**src/sv/bmc_pkg.sv**
```systemverilog
// Shared types, codes and reset values of the boat mode controller.
// No dependencies; used by bmc_step and boat_mode_controller.
`timescale 1ns / 1ps

package bmc_pkg;

  // Mode codes as they appear in the result item
  localparam logic [2:0] MODE_CODE_MANUAL   = 3'd0;
  localparam logic [2:0] MODE_CODE_STOP     = 3'd1;
  localparam logic [2:0] MODE_CODE_EXTERNAL = 3'd2;
  localparam logic [2:0] MODE_CODE_SENS     = 3'd3;
  localparam logic [2:0] MODE_CODE_QUIT     = 3'd4;

  // Configuration register indexes
  localparam logic [2:0] REG_STOP_LED_OFF = 3'd0;
  localparam logic [2:0] REG_STOP_LED_ON  = 3'd1;
  localparam logic [2:0] REG_QUIT_WAIT    = 3'd2;
  localparam logic [2:0] REG_LONG_PRESS   = 3'd3;
  localparam logic [2:0] REG_MAN_OFF      = 3'd4;
  localparam logic [2:0] REG_MAN_ON       = 3'd5;
  localparam logic [2:0] REG_SENS_OFF     = 3'd6;
  localparam logic [2:0] REG_SENS_ON      = 3'd7;

  localparam int unsigned PERIOD_W = 17;
  localparam int unsigned PRESS_W  = 20;
  localparam int unsigned BLINK_W  = 8;
  localparam int unsigned SENS_W   = 5;
  localparam int unsigned EVAL_W   = 8;
  localparam int unsigned IN_W     = 24;
  localparam int unsigned OUT_W    = 16;
  localparam int unsigned CFG_W    = 20;

  localparam logic [PRESS_W-1:0]  PRESS_MAX    = '1;
  localparam logic [EVAL_W-1:0]   EVAL_MAX     = '1;
  localparam logic [SENS_W-1:0]   SENS_MAX     = 5'd20;
  localparam logic [SENS_W-1:0]   SENS_RESET   = 5'd5;
  localparam logic signed [7:0]   STICK_UP     = 8'sd20;
  localparam logic signed [7:0]   STICK_DOWN   = -8'sd20;

  typedef enum logic [4:0] {
    MODE_MANUAL   = 5'b00001,
    MODE_STOP     = 5'b00010,
    MODE_EXTERNAL = 5'b00100,
    MODE_SENS     = 5'b01000,
    MODE_QUIT     = 5'b10000
  } mode_t;

  typedef struct packed {
    logic [PERIOD_W-1:0] stop_led_off;
    logic [PERIOD_W-1:0] stop_led_on;
    logic [PERIOD_W-1:0] quit_wait;
    logic [PRESS_W-1:0]  long_press;
    logic [BLINK_W-1:0]  man_off;
    logic [BLINK_W-1:0]  man_on;
    logic [BLINK_W-1:0]  sens_off;
    logic [BLINK_W-1:0]  sens_on;
  } cfg_t;

  typedef struct packed {
    mode_t               mode;
    logic                led;
    logic [PERIOD_W-1:0] countdown;
    logic [PRESS_W-1:0]  press_count;
    logic                press_timing;
    logic [EVAL_W-1:0]   eval_count;
    logic [SENS_W-1:0]   threshold;
    logic                top_pending;
    logic                bottom_pending;
    logic                stick_pending;
  } state_t;

  typedef struct packed {
    logic [3:0]        timer_ticks;
    logic signed [7:0] stick_y;
    logic              stick_off_centre;
    logic              stick_moved;
    logic              bottom_pressed;
    logic              bottom_changed;
    logic              top_pressed;
    logic              top_changed;
  } in_item_t;

  typedef struct packed {
    logic              mode_changed;
    logic [SENS_W-1:0] sensitivity;
    logic              evaluate_motors;
    logic              stop_motors;
    logic              led_on;
    logic [2:0]        mode;
  } res_item_t;

  localparam cfg_t CFG_RESET = '{
    stop_led_off: 17'd70000,
    stop_led_on:  17'd6000,
    quit_wait:    17'd50000,
    long_press:   20'd60000,
    man_off:      8'd16,
    man_on:       8'd4,
    sens_off:     8'd4,
    sens_on:      8'd16
  };

  function automatic logic [2:0] mode_code(mode_t m);
    logic [2:0] c;
    case (m)
      MODE_MANUAL:   c = MODE_CODE_MANUAL;
      MODE_STOP:     c = MODE_CODE_STOP;
      MODE_EXTERNAL: c = MODE_CODE_EXTERNAL;
      MODE_SENS:     c = MODE_CODE_SENS;
      MODE_QUIT:     c = MODE_CODE_QUIT;
      default:       c = MODE_CODE_STOP;
    endcase
    return c;
  endfunction

endpackage

```
**src/sv/boat_mode_controller.sv**
```systemverilog
// Top level of the boat mode controller: stream ports, configuration
// registers, input and result registers. Depends on bmc_pkg and bmc_step.
`timescale 1ns / 1ps
//
//  channel  | ports                           | carries
//  ---------+---------------------------------+------------------------------
//  in       | in_tvalid in_tready in_tdata    | one control loop pass (item)
//  out      | out_tvalid out_tready out_tdata | one result item per pass
//  cfg      | cfg_valid cfg_ready cfg_index   | register write, always taken
//           | cfg_data                        |
//
//  One item is accepted per cycle while in_tready is high; its result passes
//  from the input register through one pass of bmc_step to the result register.
//  The controller state advances when the item leaves the input register.
//  Synchronous active-low reset restores state, configuration and valid flags
//  to defaults. A stalled result register holds the next item in the input
//  register and drops in_tready only while both are full.

module boat_mode_controller import bmc_pkg::*; (
  input  logic             clk,
  input  logic             rst_n,
  input  logic             in_tvalid,
  output logic             in_tready,
  // [0] top_changed, [1] top_pressed, [2] bottom_changed, [3] bottom_pressed,
  // [4] stick_moved, [5] stick_off_centre, [13:6] stick_y, [17:14] timer_ticks
  input  logic [IN_W-1:0]  in_tdata,
  output logic             out_tvalid,
  input  logic             out_tready,
  // [2:0] mode, [3] led_on, [4] stop_motors, [5] evaluate_motors,
  // [10:6] sensitivity, [11] mode_changed
  output logic [OUT_W-1:0] out_tdata,
  input  logic             cfg_valid,
  output logic             cfg_ready,
  input  logic [2:0]       cfg_index,
  input  logic [CFG_W-1:0] cfg_data
);

  localparam int unsigned IN_USED  = $bits(in_item_t);
  localparam int unsigned OUT_USED = $bits(res_item_t);

  cfg_t      cfg_r, cfg_nxt;
  state_t    state_r, state_nxt;
  in_item_t  in_r;
  logic      in_v_r;
  res_item_t res_r, res_nxt;
  logic      out_v_r;
  logic      advance;

  // Move the held item through the step when the result slot is free
  assign advance   = in_v_r && (!out_v_r || out_tready);
  assign in_tready = !in_v_r || advance;
  assign cfg_ready = 1'b1;

  assign out_tvalid = out_v_r;
  assign out_tdata  = {{(OUT_W-OUT_USED){1'b0}}, res_r};

  bmc_step u_step (
    .cur  (state_r),
    .cfg  (cfg_r),
    .item (in_r),
    .nxt  (state_nxt),
    .res  (res_nxt)
  );

  // Register writes land in the field named by the index
  always_comb begin
    cfg_nxt = cfg_r;
    if (cfg_valid) begin
      case (cfg_index)
        REG_STOP_LED_OFF: cfg_nxt.stop_led_off = cfg_data[PERIOD_W-1:0];
        REG_STOP_LED_ON:  cfg_nxt.stop_led_on  = cfg_data[PERIOD_W-1:0];
        REG_QUIT_WAIT:    cfg_nxt.quit_wait    = cfg_data[PERIOD_W-1:0];
        REG_LONG_PRESS:   cfg_nxt.long_press   = cfg_data[PRESS_W-1:0];
        REG_MAN_OFF:      cfg_nxt.man_off      = cfg_data[BLINK_W-1:0];
        REG_MAN_ON:       cfg_nxt.man_on       = cfg_data[BLINK_W-1:0];
        REG_SENS_OFF:     cfg_nxt.sens_off     = cfg_data[BLINK_W-1:0];
        REG_SENS_ON:      cfg_nxt.sens_on      = cfg_data[BLINK_W-1:0];
        default:          cfg_nxt = cfg_r;
      endcase
    end
  end

  always_ff @(posedge clk) begin
    if (!rst_n) begin
      cfg_r <= CFG_RESET;
      state_r.mode           <= MODE_STOP;
      state_r.led            <= 1'b1;
      state_r.countdown      <= '0;
      state_r.press_count    <= '0;
      state_r.press_timing   <= 1'b0;
      state_r.eval_count     <= '0;
      state_r.threshold      <= SENS_RESET;
      state_r.top_pending    <= 1'b0;
      state_r.bottom_pending <= 1'b0;
      state_r.stick_pending  <= 1'b0;
      in_v_r  <= 1'b0;
      out_v_r <= 1'b0;
    end else begin
      cfg_r <= cfg_nxt;
      if (advance) state_r <= state_nxt;
      // hold the input register until its item has passed the step
      if (in_tvalid && in_tready) in_v_r <= 1'b1;
      else if (advance)           in_v_r <= 1'b0;
      if (advance)         out_v_r <= 1'b1;
      else if (out_tready) out_v_r <= 1'b0;
    end
  end

  // Payload registers: no reset needed
  always_ff @(posedge clk) begin
    if (in_tvalid && in_tready) in_r <= in_tdata[IN_USED-1:0];
    if (advance) res_r <= res_nxt;
  end

  // Threshold stays inside its range
  a_sens_range: assert property (@(posedge clk) disable iff (!rst_n)
    state_r.threshold <= SENS_MAX)
    else $error("sensitivity threshold above its limit");

  // Motor evaluation only comes out of manual mode without a stop jump
  a_eval_manual: assert property (@(posedge clk) disable iff (!rst_n)
    out_v_r && res_r.evaluate_motors |->
      res_r.mode == MODE_CODE_MANUAL && !res_r.stop_motors)
    else $error("evaluate strobe outside manual mode");

  // Controller state moves only with an item
  a_state_hold: assert property (@(posedge clk) disable iff (!rst_n)
    rst_n && !advance |=> $stable(state_r))
    else $error("state changed without an item");

  // Mode-changed flag matches the stored mode before and after the pass
  a_mode_flag: assert property (@(posedge clk) disable iff (!rst_n)
    rst_n && advance |=>
      res_r.mode_changed == (state_r.mode != $past(state_r.mode)))
    else $error("mode_changed disagrees with mode update");

  // Result register gets a new item only when its previous one is taken
  a_no_overwrite: assert property (@(posedge clk) disable iff (!rst_n)
    out_v_r && !out_tready |-> !advance)
    else $error("result overwritten while stalled");

endmodule

```
**src/sv/bmc_step.sv**
```systemverilog
// One control loop pass: next controller state and result item from the
// current state, configuration and input item. Depends on bmc_pkg.
`timescale 1ns / 1ps

module bmc_step import bmc_pkg::*; (
  input  state_t    cur,
  input  cfg_t      cfg,
  input  in_item_t  item,
  output state_t    nxt,
  output res_item_t res
);

  // Time the bottom press: restart on a fresh press, else count held passes
  function automatic state_t press_tick(state_t s, logic pr);
    state_t r;
    r = s;
    if (s.bottom_pending && pr) begin
      r.press_count    = '0;
      r.press_timing   = 1'b1;
      r.bottom_pending = 1'b0;
    end else if (pr && s.press_count < PRESS_MAX) begin
      r.press_count = s.press_count + 1'b1;
    end
    return r;
  endfunction

  function automatic state_t enter_quit(state_t s, logic [PERIOD_W-1:0] wait_len);
    state_t r;
    r = s;
    r.mode           = MODE_QUIT;
    r.press_count    = '0;
    r.press_timing   = 1'b0;
    r.countdown      = wait_len;
    r.led            = 1'b0;
    r.bottom_pending = 1'b0;
    r.stick_pending  = 1'b0;
    return r;
  endfunction

  function automatic state_t blink(state_t s, logic [PERIOD_W-1:0] off_len,
                                   logic [PERIOD_W-1:0] on_len);
    state_t r;
    r = s;
    if (s.led) begin
      r.led       = 1'b0;
      r.countdown = off_len;
    end else begin
      r.led       = 1'b1;
      r.countdown = on_len;
    end
    return r;
  endfunction

  function automatic logic long_hit(state_t s, logic [PRESS_W-1:0] lim, logic pr);
    return (s.press_count >= lim) && s.press_timing && pr;
  endfunction

  always_comb begin
    state_t     s;
    logic       stop_out;
    logic       eval_out;
    logic [8:0] tick_sum;
    logic       eval_due;

    s        = cur;
    stop_out = 1'b0;
    eval_out = 1'b0;

    s.top_pending    = s.top_pending | item.top_changed;
    s.bottom_pending = s.bottom_pending | item.bottom_changed;
    s.stick_pending  = s.stick_pending | item.stick_moved;
    tick_sum         = {1'b0, s.eval_count} + {5'd0, item.timer_ticks};
    s.eval_count     = tick_sum[8] ? EVAL_MAX : tick_sum[7:0];
    eval_due         = s.eval_count > {3'd0, s.threshold};

    // Top press stops from any mode
    if (s.top_pending && item.top_pressed) begin
      s.mode          = MODE_STOP;
      s.countdown     = '0;
      s.top_pending   = 1'b0;
      s.stick_pending = 1'b0;
      stop_out        = 1'b1;
    end

    case (s.mode)
      MODE_STOP: begin
        if (s.stick_pending) begin
          s.mode           = MODE_MANUAL;
          s.countdown      = '0;
          s.press_timing   = 1'b0;
          s.press_count    = '0;
          s.bottom_pending = 1'b0;
          s.eval_count     = '0;
        end else begin
          if (s.countdown == '0) s = blink(s, cfg.stop_led_off, cfg.stop_led_on);
          else s.countdown = s.countdown - 1'b1;
          s = press_tick(s, item.bottom_pressed);
          if (long_hit(s, cfg.long_press, item.bottom_pressed)) begin
            s = enter_quit(s, cfg.quit_wait);
          end
        end
      end
      MODE_MANUAL: begin
        s = press_tick(s, item.bottom_pressed);
        if (s.press_count < cfg.long_press && s.bottom_pending && s.press_timing &&
            !item.bottom_pressed) begin
          // short press released: hand over to external control
          s.mode           = MODE_EXTERNAL;
          s.press_count    = '0;
          s.press_timing   = 1'b0;
          s.bottom_pending = 1'b0;
          s.stick_pending  = 1'b0;
        end else if (long_hit(s, cfg.long_press, item.bottom_pressed)) begin
          s = enter_quit(s, cfg.quit_wait);
        end else if (eval_due) begin
          s.eval_count = '0;
          if (s.countdown <= {{(PERIOD_W-1){1'b0}}, 1'b1}) begin
            s = blink(s, {9'd0, cfg.man_off}, {9'd0, cfg.man_on});
          end else begin
            s.countdown = s.countdown - 1'b1;
          end
          eval_out = item.stick_off_centre;
        end
      end
      MODE_EXTERNAL: begin
        s.led = 1'b1;
        if (s.stick_pending) begin
          s.mode         = MODE_MANUAL;
          s.press_timing = 1'b0;
          s.press_count  = '0;
          s.eval_count   = '0;
          s.countdown    = '0;
          s.led          = 1'b0;
        end
      end
      MODE_SENS: begin
        if (s.bottom_pending && item.bottom_pressed) begin
          s.bottom_pending = 1'b0;
          s.press_count    = '0;
          s.press_timing   = 1'b0;
          s.mode           = MODE_MANUAL;
          s.led            = 1'b0;
          s.countdown      = '0;
        end else begin
          if (eval_due) begin
            s.eval_count = '0;
            if (s.countdown == '0) begin
              s = blink(s, {9'd0, cfg.sens_off}, {9'd0, cfg.sens_on});
            end else begin
              s.countdown = s.countdown - 1'b1;
            end
          end
          if (s.stick_pending) begin
            s.stick_pending = 1'b0;
            if (item.stick_y > STICK_UP) begin
              if (s.threshold < SENS_MAX) s.threshold = s.threshold + 1'b1;
            end else if (item.stick_y < STICK_DOWN) begin
              if (s.threshold != '0) s.threshold = s.threshold - 1'b1;
            end
          end
        end
      end
      MODE_QUIT: begin
        if (s.countdown == '0) begin
          s.mode           = MODE_SENS;
          s.stick_pending  = 1'b0;
          s.bottom_pending = 1'b0;
        end else begin
          s.countdown = s.countdown - 1'b1;
          if (s.stick_pending) begin
            s.mode      = MODE_MANUAL;
            s.led       = 1'b0;
            s.countdown = '0;
          end
        end
      end
      default: begin
      end
    endcase

    nxt                 = s;
    res.mode            = mode_code(s.mode);
    res.led_on          = s.led;
    res.stop_motors     = stop_out;
    res.evaluate_motors = eval_out;
    res.sensitivity     = s.threshold;
    res.mode_changed    = (s.mode != cur.mode);
  end

endmodule
```
**config.mk**
```make
export PLATFORM = sky130hd
export DESIGN_NAME = boat_mode_controller
export DESIGN_NICKNAME = d
export VERILOG_FILES = /design/src/sv/bmc_pkg.sv /design/src/sv/boat_mode_controller.sv /design/src/sv/bmc_step.sv
export SDC_FILE = /design/constraint.sdc
export NUM_CORES = 1
export LEC_CHECK = 0
export BUFFER_PORTS_ARGS = -buffer_cell sky130_fd_sc_hd__clkbuf_2
export CORE_MARGIN = 1
export CORE_UTILIZATION = 40
export DETAILED_ROUTE_END_ITERATION = 10
export PLACE_DENSITY_LB_ADDON = 0.3
export REMOVE_ABC_BUFFERS = 1
export SYNTH_ARGS = -nofsm -noshare
export SYNTH_HDL_FRONTEND = slang
export SYNTH_SLANG_ARGS = --single-unit
```
**constraint.sdc**
```tcl
create_clock -name clk -period 4.2 [get_ports clk]
set_clock_uncertainty 0.05 [all_clocks]
set_input_delay 0.84 -clock clk [delete_from_list [all_inputs] [get_ports clk]]
set_output_delay 0.84 -clock clk [all_outputs]
set_load 0.02 [all_outputs]
```
Yosys cells after proc, flatten, opt, wreduce, memory -nomap -nowiden
Index checks and enable logic that the tools add are counted.
- bits in latches: 0
- output and inout port bits: 19
- flip-flop bits (word level): 195
- memory bits (writable): 0
- logic and storage cells: 181
- memories kept: 0
- input bits: 52
- ROM bits: 0
- bitwise gates (word level): 5
- mux-type cells: 72
- divide/modulo/power cells: 0
- equal/unequal tests: 19
- add/subtract/negate cells: 6
- multiply operators: 0
- shift-type cells: 0
- reductions and logical operators: 35
- magnitude comparators: 10
- operator list (kind ; number):
    $mux W60 ; 4
    $mux W20 ; 7
    $pmux W29 S4 ; 1
    $pmux W23 S5 ; 1
    $mux W55 ; 2
    $mux W18 ; 5
    $mux W37 ; 2
    $mux W17 ; 4
    $mux W52 ; 1
    $mux W46 ; 1
    $mux W5 ; 9
    $mux W44 ; 1
    $add A20 B1 Y20 const B ; 2
    $ge A20 B20 Y1 ; 2
    $lt A20 B20 Y1 const B ; 2
    $mux W14 ; 2
    $mux W1 ; 23
    $mux W23 ; 1
    $mux W21 ; 1
    $lt A20 B20 Y1 ; 1
    $pmux W6 S3 ; 1
    $le A17 B1 Y1 const B ; 1
    $logic_not A17 Y1 ; 1
    $sub A17 B1 Y17 const B ; 1
    other kinds (34) ; 71

Depth between registers and ports, before layout
- depth after elaboration: 19
- gate-level depth with buffers: 22
- gate-level depth less buffers: 18

Cells and area by module
Synthesis repeated with hierarchy kept, for this count alone.
- cell total of the unflattened synthesis: 1522
- area total of the unflattened synthesis: 12102.9 µm²
- by module, submodules not included (module ; cells each ; area each (µm²) ; instances):
    boat_mode_controller ; 675 ; 6910.4 ; 1
    bmc_step ; 847 ; 5192.5 ; 1

Worst setup path before layout
OpenSTA, ideal clock, no wires.
- kind: register to register
- start point: register state_r[17] (netlist bit)
- end point: register res_r, in the netlist out_tdata[0], data pin
- slack: -7 ps
- arrival time: 3897 ps
- path buffers: 2
- clock period less this slack: 4207 ps
- cell stages (with the launch flop): 20
- data required time: 3890 ps
- path through: dfxtp_1 > ha_1 > and2_1 > clkbuf_1 > nand4_1 > nor4_1 > nor2_1 > nand3_1 > or3_1 > a21oi_1 > ha_1 > a21oi_1 > o21ai_0 > a211oi_2 > and3_1 > buf_2 > o31ai_1 > a211o_1 > a211oi_2 > o21ai_1
- RTL lines (item ; RTL line ; text):
    start, declared ; boat_mode_controller.sv:42 ; state_t state_r, state_nxt;
    start signal, assigned ; boat_mode_controller.sv:100 ; if (advance) state_r <= state_nxt;
    end signal, assigned ; boat_mode_controller.sv:112 ; if (advance) res_r <= res_nxt;
    end, declared ; boat_mode_controller.sv:45 ; res_item_t res_r, res_nxt;

==> impl_metrics.yaml <==
power_and_ir_drop:
  vdd_drop_max_mv: 0.245
  p_per_area_nw_per_um2: 355
  p_total_mw: 5.15
  p_leak_nw: 5.63
route:
  vias: 12133
  drc: 0
  wirelength_mm: 40.2
  firstDrtPassIters: 6
  drtIter0Drc: 1215
  ant_nets: 0
  viasPerCell: 5.94
  routedWlPerCell_um: 19.7
setup_path:
  r2r_start: "state_r[17]"
  cp_cell_sequence: "ha_2, and2_4, nand4_1, nor4_2, nor2_1, nand3_2, buf_4, o21ai_0, a21oi_2, ha_4, nand4_4, nor4_4, a22oi_2, buf_4, a31oi_4, buf_6, o31ai_4, a211o_1, a211oi_2, o21ai_1"
  cpLargestDelayFamily: "compound AO/OA/AOI/OAI gates"
  r2r_cells: 20
  cp-end-kind: "flip-flop"
  cp_common_cell: "buf_4"
  r2r-end: "out_tdata[0]"
  critical_path_cell_count: 20
  crit_buf_inv: 3
  worstSetupPathType: "reg2reg"
  startpoint_type: "flip-flop"
  cp_data_arrival_time_ns: 4.51
  rrSetupSlack_ns: -0.15
  max_stage_delay_ns: 0.37
  critPathSlowestCell: "nor4_4"
  critical_path.max_fanout: 7
  required_ns: 4.35
logic_synthesis:
  synth.top_cell.area_share_pct: 28.3
  synth.top_cells.by_count: "321 x nand2_1, 171 x a21oi_1, 165 x dfxtp_1"
  synthSimpleGateAreaFrac_pct: 24.7
  syn_avg_cell_area_um2: 7.64
  synth_cells: 1529
  yosysSeqAreaShare_pct: 36.0
  synth_ff_type: "dfxtp_1"
  yosys_warnings: 0
  synthXorXnorAreaFrac_pct: 2.25
  async_reset_ff_share_pct: 0
  yosysTopAreaCell: "dfxtp_1"
  ys_top_cells_by_area: "dfxtp_1 28%, nand2_1 10%, edfxtp_1 7.7%"
  synth-edff-count: 30
  syn_area_um2: 11700
  synth_top_family_by_area: "compound AO/OA/AOI/OAI gates"
  synth-seq-cells: 195
  synth-compound-area-share_pct: 24.8
  muxShareOfSynthArea_pct: 3.21
  synth_fa_ha_area_share_pct: 3.81
  synth_cell_types: 86
  yosysMostFrequentCell: "nand2_1"
timing:
  finalSetupViolations: 27
  rsz0062_at_grt: "yes"
  final.setup.worst_slack_ns: -0.154
  slew_violations: 0
  final_hold_viol_count: 0
  period_needed_ns: 4.35
  fmax_ghz: 0.230
  max_slew.worst_pin.slew_ns: 1.41
  final.period_utilization_pct: 104
  relSlewSlack_pct: 5.28
clock_tree:
  numCtsBuffers: 17
  cts_max_path_buffers: 2
  root_buffer: "clkbuf_16"
  h-tree-depth: 4
  clk_pin_slew_ns: 0.08
  clock_latency_ns: 0.46
  cts_hold_buffers: 0
  cts_num_sinks: 195
  cts_tree: "yes"
cells_and_area:
  stdcell_area_um2: 14500
  areaGrowthSynthToFinish_pct: 24.1
  drive_above_1_share_pct: 22.7
  diodes: 0
  layout.nets: 1734
min_path:
  hold_path_depth: 2
  min_to: "cfg_r[8]"
  hold_path_startpoint: "cfg_r[8]"
  hold_class: "reg2reg"
global_routing:
  antenna_found_initial: 0
  grt-ovfl-total: 0
  grt_pass1_vias: 10899
  grt_max_degree: 64
  grt_pass1_wl_mm: 60.8
  grt_use_total_pct: 25.6
floorplan:
  ios: 71
  start_util_pct: 40.7
  die-area_um2: 29900
  die_y_um: 173
  core_um2: 28700
  rows: 62
  fp.dieW_um: 173
status:
  outcome: "finished with violations"
  violations: "negative setup slack"
place:
  place_area_um2: 12800
  port_buffers: 59
  detailedPlacementHpwl_mm: 27.3
  gp_congestion: 0.991
run:
  max-cap-violations: 0
how the worst max path moves through the flow:
stage	from	end	slack, ns
2_1_floorplan	state_r[17]	state_r[21]	-1.09
3_3_place_gp	state_r[17]	state_r[10]	-0.11
3_5_place_dp	state_r[23]	out_tdata[11]	-0.24
4_1_cts	state_r[17]	state_r[14]	0.003
5_1_grt	state_r[17]	out_tdata[0]	-0.35
6_report	state_r[17]	out_tdata[0]	-0.15
where the power goes:
group	switching, mW	internal (mW)
Sequential	0.0748	1.96
Combinational	0.875	0.491
Clock	0.921	0.831
cell type report:
class,instances,area [um^2]
well taps,384,480
clock buffers,17,425
flip-flops and latches,195,4210
inverters,39,148
multi-input cells,1197,7490
clock inverters,15,195
fillers,2828,14200
repair buffers,197,1540
registers in the layout, indices dropped and copies added (netlist names):
register,flops
state_r,60
cfg_r,103
in_v_r,1
out_tvalid,1
out_tdata,12
in_r,18
stage by stage:
stage | setup TNS (ns) | hold WS (ns) | cells | worst slack (ns) | util [%]
2_1_floorplan | -39.14 | 0.379 | 1430 | -1.09 | -
3_3_place_gp | -1.22 | 0.388 | 1977 | -0.113 | 44.7
3_5_place_dp | -4.86 | 0.397 | 1977 | -0.240 | 44.7
4_1_cts | 0 | 0.408 | 2015 | 0.00259 | 47.4
5_1_grt | -9.95 | 0.420 | 2044 | -0.347 | 50.5
6_report | -1.95 | 0.406 | 2044 | -0.154 | 50.5
worst min-delay path, stage by stage (launching register included):
cell and delay, ns:
dfxtp_1 0.32, nand2_1 0.05, a21oi_1 0.05
logic make-up (layout without fill, tap and decap cells):
logic type,after synthesis,count (layout)
compound gates,448,449
mux,37,37
other cells,2,5
simple gates,641,641
flops,195,195
xor+xnor,30,30
fa+ha+maj,35,35
buf+inv,141,268
cell usage in the layout, fill, tap and decap left out, types with 7 or more instances in the layout:
cell / Yosys / final
nor2_1: 121 / 107
nand2_1: 321 / 318
nor2b_1: 12 / 11
nor2_2: 2 / 10
nor3_2: 2 / 7
o211ai_1: 24 / 24
dfxtp_1: 165 / 158
a211oi_2: 2 / 8
o31ai_1: 11 / 7
xnor2_1: 14 / 13
a31oi_1: 14 / 14
and3_1: 14 / 13
buf_12: 0 / 7
nor3_1: 24 / 17
o21ai_1: 7 / 14
dfxtp_2: 0 / 7
clkbuf_2: 4 / 59
nand3_1: 62 / 58
a21o_1: 11 / 11
o221ai_1: 10 / 8
nand4_1: 24 / 24
or3_1: 11 / 10
o21ai_0: 68 / 57
buf_4: 11 / 111
clkbuf_16: 0 / 20
o21a_1: 10 / 10
edfxtp_1: 30 / 30
inv_1: 37 / 37
buf_6: 1 / 16
xor2_1: 16 / 15
a21oi_2: 2 / 15
ha_1: 34 / 30
nand2b_1: 8 / 7
a22oi_2: 0 / 15
mux2i_1: 33 / 33
o22ai_1: 10 / 9
o21ai_2: 5 / 7
a21oi_1: 171 / 157
and2_1: 9 / 8
a211oi_1: 23 / 17
routing by layer:
metal	part of all wire, %	vias up	track usage (%)
li1	-	5734	-
met1	44	5769	35.7
met2	45	535	39.8
met3	7.6	95	4.00
met4	3.3	0	9.66
met5	0	-	0
timing repair:
action	in CTS	in global routing
buffers inserted	6	25
gates resized for setup	27	139
pin swaps	17	61
setup endpoints to repair	54	55
cloned	0	5
No activity file was read; power rests on OpenSTA's default activity.
